--- src/rtl/fct_pkg.sv ---
// ----------------------------------------------------------------------------
// fct_pkg
// Shared types and constants for the six-plane frustum culling block.
// ----------------------------------------------------------------------------
package fct_pkg;

  localparam int PLANE_COUNT = 6;

  localparam int COORD_W  = 16;
  localparam int HALF_W   = 15;
  localparam int SLOT_W   = 3;
  localparam int NEAR_W   = 19;
  localparam int PROD_W   = 2 * COORD_W;          // signed normal times coordinate
  localparam int MAG_W    = COORD_W + HALF_W;     // |normal| times half size
  localparam int FRAC_SH  = 14;                   // Q2.14 normal scale
  localparam int SUM_W    = 35;                   // plane value plus margin, no overflow
  localparam int FLOOR_W  = SUM_W - FRAC_SH;

  localparam logic signed [NEAR_W-1:0] NEAR_CULLED = -19'sd256;
  localparam logic signed [NEAR_W-1:0] NEAR_MAX    = 19'sh3FFFF;
  localparam logic signed [NEAR_W-1:0] NEAR_MIN    = 19'sh40000;

  typedef enum logic [1:0] {
    OP_WRITE  = 2'd0,
    OP_POINT  = 2'd1,
    OP_SPHERE = 2'd2,
    OP_BOX    = 2'd3
  } opcode_t;

  typedef struct packed {
    logic signed [COORD_W-1:0] d;
    logic signed [COORD_W-1:0] nz;
    logic signed [COORD_W-1:0] ny;
    logic signed [COORD_W-1:0] nx;
  } plane_t;

  typedef struct packed {
    logic              en;
    logic [SLOT_W-1:0] slot;
    plane_t            plane;
  } plane_wr_t;

  typedef struct packed {
    logic signed [COORD_W-1:0] cx;
    logic signed [COORD_W-1:0] cy;
    logic signed [COORD_W-1:0] cz;
    logic [HALF_W-1:0]         hx;
    logic [HALF_W-1:0]         hy;
    logic [HALF_W-1:0]         hz;
  } obj_t;

  typedef struct packed {
    opcode_t                   op;
    logic signed [COORD_W-1:0] w;
  } s2_info_t;

endpackage

--- src/rtl/fct_lane.sv ---
// ----------------------------------------------------------------------------
// fct_lane
// One plane test: registered products, then plane value and cull decision.
// ----------------------------------------------------------------------------
module fct_lane (
  input  logic                                clk,
  input  logic                                load,
  input  fct_pkg::plane_t                     plane,
  input  fct_pkg::obj_t                       obj,
  input  fct_pkg::s2_info_t                   info,
  output logic                                cull,
  output logic signed [fct_pkg::SUM_W-1:0]    s_val
);
  import fct_pkg::*;

  logic signed [PROD_W-1:0]  px_r, py_r, pz_r;
  logic signed [PROD_W-1:0]  px_nxt, py_nxt, pz_nxt;
  logic [MAG_W-1:0]          mx_r, my_r, mz_r;
  logic [MAG_W-1:0]          mx_nxt, my_nxt, mz_nxt;
  logic signed [COORD_W-1:0] d_r;
  logic [COORD_W-1:0]        abs_x, abs_y, abs_z;
  logic signed [SUM_W-1:0]   d_term, w_term, m_term;
  logic signed [SUM_W-1:0]   sphere_sum, box_sum;
  logic [MAG_W+1:0]          m_sum;

  // The magnitude of -1.0 in Q2.14 still fits 16 unsigned bits.
  assign abs_x = plane.nx[COORD_W-1] ? (~plane.nx + 1'b1) : plane.nx;
  assign abs_y = plane.ny[COORD_W-1] ? (~plane.ny + 1'b1) : plane.ny;
  assign abs_z = plane.nz[COORD_W-1] ? (~plane.nz + 1'b1) : plane.nz;

  assign px_nxt = plane.nx * obj.cx;
  assign py_nxt = plane.ny * obj.cy;
  assign pz_nxt = plane.nz * obj.cz;
  assign mx_nxt = abs_x * obj.hx;
  assign my_nxt = abs_y * obj.hy;
  assign mz_nxt = abs_z * obj.hz;

  always_ff @(posedge clk) begin
    if (load) begin
      px_r <= px_nxt;
      py_r <= py_nxt;
      pz_r <= pz_nxt;
      mx_r <= mx_nxt;
      my_r <= my_nxt;
      mz_r <= mz_nxt;
      d_r  <= plane.d;
    end
  end

  assign d_term = $signed({{(SUM_W-COORD_W-FRAC_SH){d_r[COORD_W-1]}}, d_r,
                           {FRAC_SH{1'b0}}});
  assign w_term = $signed({{(SUM_W-COORD_W-FRAC_SH){info.w[COORD_W-1]}}, info.w,
                           {FRAC_SH{1'b0}}});
  assign m_sum  = (MAG_W+2)'(mx_r) + (MAG_W+2)'(my_r) + (MAG_W+2)'(mz_r);
  assign m_term = $signed(SUM_W'(m_sum));

  assign s_val      = SUM_W'(px_r) + SUM_W'(py_r) + SUM_W'(pz_r) + d_term;
  assign sphere_sum = s_val + w_term;
  assign box_sum    = s_val + m_term;

  always_comb begin
    unique case (info.op)
      OP_POINT:  cull = (s_val <= 0);
      OP_SPHERE: cull = (sphere_sum <= 0);
      OP_BOX:    cull = box_sum[SUM_W-1];
      default:   cull = 1'b0;
    endcase
  end

endmodule

--- config.mk ---
export PLATFORM = sky130hd
export DESIGN_NAME = fct_lane
export DESIGN_NICKNAME = d
export VERILOG_FILES = /design/src/rtl/fct_pkg.sv /design/src/rtl/fct_lane.sv
export SDC_FILE = /design/constraint.sdc
export NUM_CORES = 2
export LEC_CHECK = 0
export BUFFER_PORTS_ARGS = -buffer_cell sky130_fd_sc_hd__buf_2
export CAP_MARGIN = 10
export CORE_MARGIN = 4
export CORE_UTILIZATION = 40
export DETAILED_ROUTE_END_ITERATION = 16
export SETUP_SLACK_MARGIN = 0.02
export SYNTH_ARGS = -nofsm -noshare
export SYNTH_HDL_FRONTEND = slang
export SYNTH_SLANG_ARGS = --single-unit
--- constraint.sdc ---
create_clock -name clk -period 9.3 [get_ports clk]
set_input_delay 0.465 -clock clk [delete_from_list [all_inputs] [get_ports clk]]
set_output_delay 0.465 -clock clk [all_outputs]
set_load 0.03 [all_outputs]
==> results.toml <==
[critical_path]
worst_ep_arrival_time_ns = 7.79
endpoint_kind = "output pin"
required_ns = 8.84
crit_fanout = 8
start_kind = "flip-flop"
worstSetupPathType = "flip-flop to output pin"

[synthesis]
synth_top_area_share_pct = 42.6
synth_cell_types = 89
syn_avg_cell_area_um2 = 9.38
ys_top_cells_by_area = "fa_1 43%, ha_1 12%, edfxtp_1 9.3%, inv_1 8.8%, and2_1 5.7%"
ys.warnings.count = 0
yosysSeqAreaShare_pct = 9.28
synth.most_common_cell = "inv_1"
synth-main-ff-cell = "edfxtp_1"
syn_nets = 9322
synth_edf_count = 205
yosys.area.top_type = "fa_1"
synth_top_cells_by_count = "1559 x inv_1, 1411 x fa_1, 975 x nand2_1"
syn_area_mm2 = 0.0663
async_reset_ff_share_pct = 0
synthCells = 7073
synth-seq-cells = 205

[clock_network]
post_cts_buffers = 0
numCtsBuffers = 25
cts-htree-levels = 1
clockBufferDepth = 3
cts-resized-gates = 0
cts_root_buf = "clkbuf_16"
clock_sinks = 205
cts_hold_buf = 0
path_clk_slew_ns = 0.06
cts_tree = "done"

[routing]
vias_per_cell = 5.14
drtIter0Drc = 2778
wire_per_inst_um = 18.9
drtAntennaViolNets = 0
totalWireLength_um = 177000
dr.pass1.iters = 5
vias = 48100
drc = 0

[sta]
setup-tns-final_ns = 0
slew_headroom_pct = 21.1
drv_slew = 0
hold_violations = 0
setup_violations = 0
min_period_over_period_pct = 88.8
rsz0062_at_grt = "false"
worstMarginPinSlew_ns = 1.17
fmax_ghz = 0.121
fin_crit_ns = 8.25

[min_path]
min_path_cells = 1
min_to = "d_r[12]"
hold_path_class = "input port to flip-flop"
hp-start = "plane[60]"

[global_routing]
grt_use_total_pct = 20.7
overflow = 0
grt_pass1_vias = 51400
antenna_found_initial = 33
grt_max_degree = 80
grt_pass1_wl_um = 283000

[layout]
area.sequential_mm2 = 0.00616
final_layout_size_suffix_gt1_share_pct = 4.99
syn_to_final_growth_pct = 6.41
multi_input_area_mm2 = 0.0534
layout.nets = 9372
n_fill_cell = 16200

[placement]
gp_congestion = 0.906
dp_hpwl_um = 151000
port_buffers = 212

[die]
coreArea_mm2 = 0.165
dieHeight_um = 415
fp.dieW_um = 415
die-area_mm2 = 0.172
io_pins = 213
rows = 149
start_util_pct = 40.2

[flow_run]
drv_cap = 0

[outcome]
status = "complete, no violations"
-- state kept, by name (all words and copies together), names as in the netlist --
signal,cells
mx_r,31
d_r,16
pz_r,32
my_r,31
px_r,32
mz_r,31
py_r,32
-- worst max path at each step --
stage | start | to | slack (ns) | cells past startpoint
final | py_r[10] | cull | 1.05 | 25
after global routing | py_r[10] | cull | 0.63 | 26
after CTS | py_r[10] | cull | 1.09 | 26
after detailed placement | plane[35] | mz_r[29] | 0.93 | 27
after global placement | plane[39] | mz_r[30] | 0.69 | 25
after floorplan | px_r[14] | cull | 1.71 | 24
-- per-layer routing --
layer / up-vias / global-route usage [%] / share of wire (%)
met5: - / 0 / 0
met1: 24900 / 25.9 / 40
met2: 1208 / 36.5 / 51
met3: 307 / 1.83 / 4.2
met4: 0 / 9.21 / 5.4
li1: 21700 / - / -
-- metrics by stage --
step	setup slack, ns	hold slack, ns	area (µm²)	std cells	utilization (%)
after floorplan	1.71	0.564	66300	7073	-
after global placement	0.685	0.647	69700	9284	42.3
after detailed placement	0.929	0.657	69700	9285	42.3
after CTS	1.09	0.0606	70500	9329	42.8
after global routing	0.632	0.0645	70600	9345	42.8
final	1.05	0.105	70600	9352	42.8
-- logic make-up (layout without fill, tap and decap cells) --
group           count (synthesis)  in the layout  synth area share [%]
flops                         205            205                  9.28
fa+ha+maj                    2072           2072                  55.1
xor+xnor                      274            274                  3.62
simple gates                 2037           2037                  15.0
mux                             7              7                 0.108
compound gates                664            664                  6.71
other cells                     0             23                     0
buf+inv                      1814           1881                  10.3
-- placed cells by master, fill, tap and decap left out, types with 8 or more instances in the layout --
master / Yosys / final
clkbuf_16: 0 / 25
o2111ai_1: 10 / 10
xor2_1: 61 / 61
nor4_1: 13 / 13
o21ai_0: 90 / 87
and2_1: 609 / 609
nor3_1: 45 / 45
buf_4: 2 / 65
o31ai_1: 28 / 28
o211ai_1: 12 / 12
a21o_1: 91 / 91
diode_2: 0 / 23
nand3_1: 55 / 55
nand2b_1: 78 / 78
nand4_1: 16 / 16
nand2_1: 975 / 975
o41ai_1: 8 / 8
o21bai_1: 31 / 31
xnor2_1: 213 / 212
o21ai_1: 12 / 15
nor2_1: 140 / 140
or2_2: 12 / 12
a21boi_0: 13 / 13
a211o_1: 10 / 10
a2111oi_0: 8 / 8
ha_1: 661 / 661
buf_2: 1 / 212
fa_1: 1411 / 1411
inv_1: 1559 / 1559
or3_1: 22 / 22
and3_1: 19 / 19
a211oi_1: 29 / 29
edfxtp_1: 205 / 205
a21oi_1: 190 / 190
o21a_1: 24 / 24
nor2b_1: 15 / 15
a31oi_1: 28 / 28
-- layout make-up --
type / count / area share [%]
Antenna cell: 23 / 0.0815
Clock buffer: 28 / 0.902
Clock inverter: 16 / 0.277
Inverter: 1559 / 8.29
Multi-Input combinational cell: 5054 / 75.6
Sequential cell: 205 / 8.72
Tap cell: 2189 / 3.88
Timing Repair Buffer: 278 / 2.21
-- worst max-delay path: stages (launching register included) --
cell      delay [ns]
edfxtp_1        0.43
inv_1           0.09
fa_1            0.50
inv_1           0.04
ha_1            0.27
ha_1            0.46
a21oi_2         0.17
a32o_1          0.30
a211o_1         0.28
a21oi_1         0.38
o21ai_0         0.19
nand2_1         0.11
xor2_1          0.84
ha_1            0.47
a21oi_1         0.34
nor2_1          0.07
o21ai_1         0.14
o41ai_1         0.13
or4_1           0.46
and2_1          0.19
a31o_4          0.23
or3_1           0.35
o21a_1          0.19
a32oi_1         0.20
buf_4           0.18
buf_2           0.21
Power is left out: the tool's default activity adds up to more than one toggle a clock period on the data nets, which glitch-free logic cannot reach.
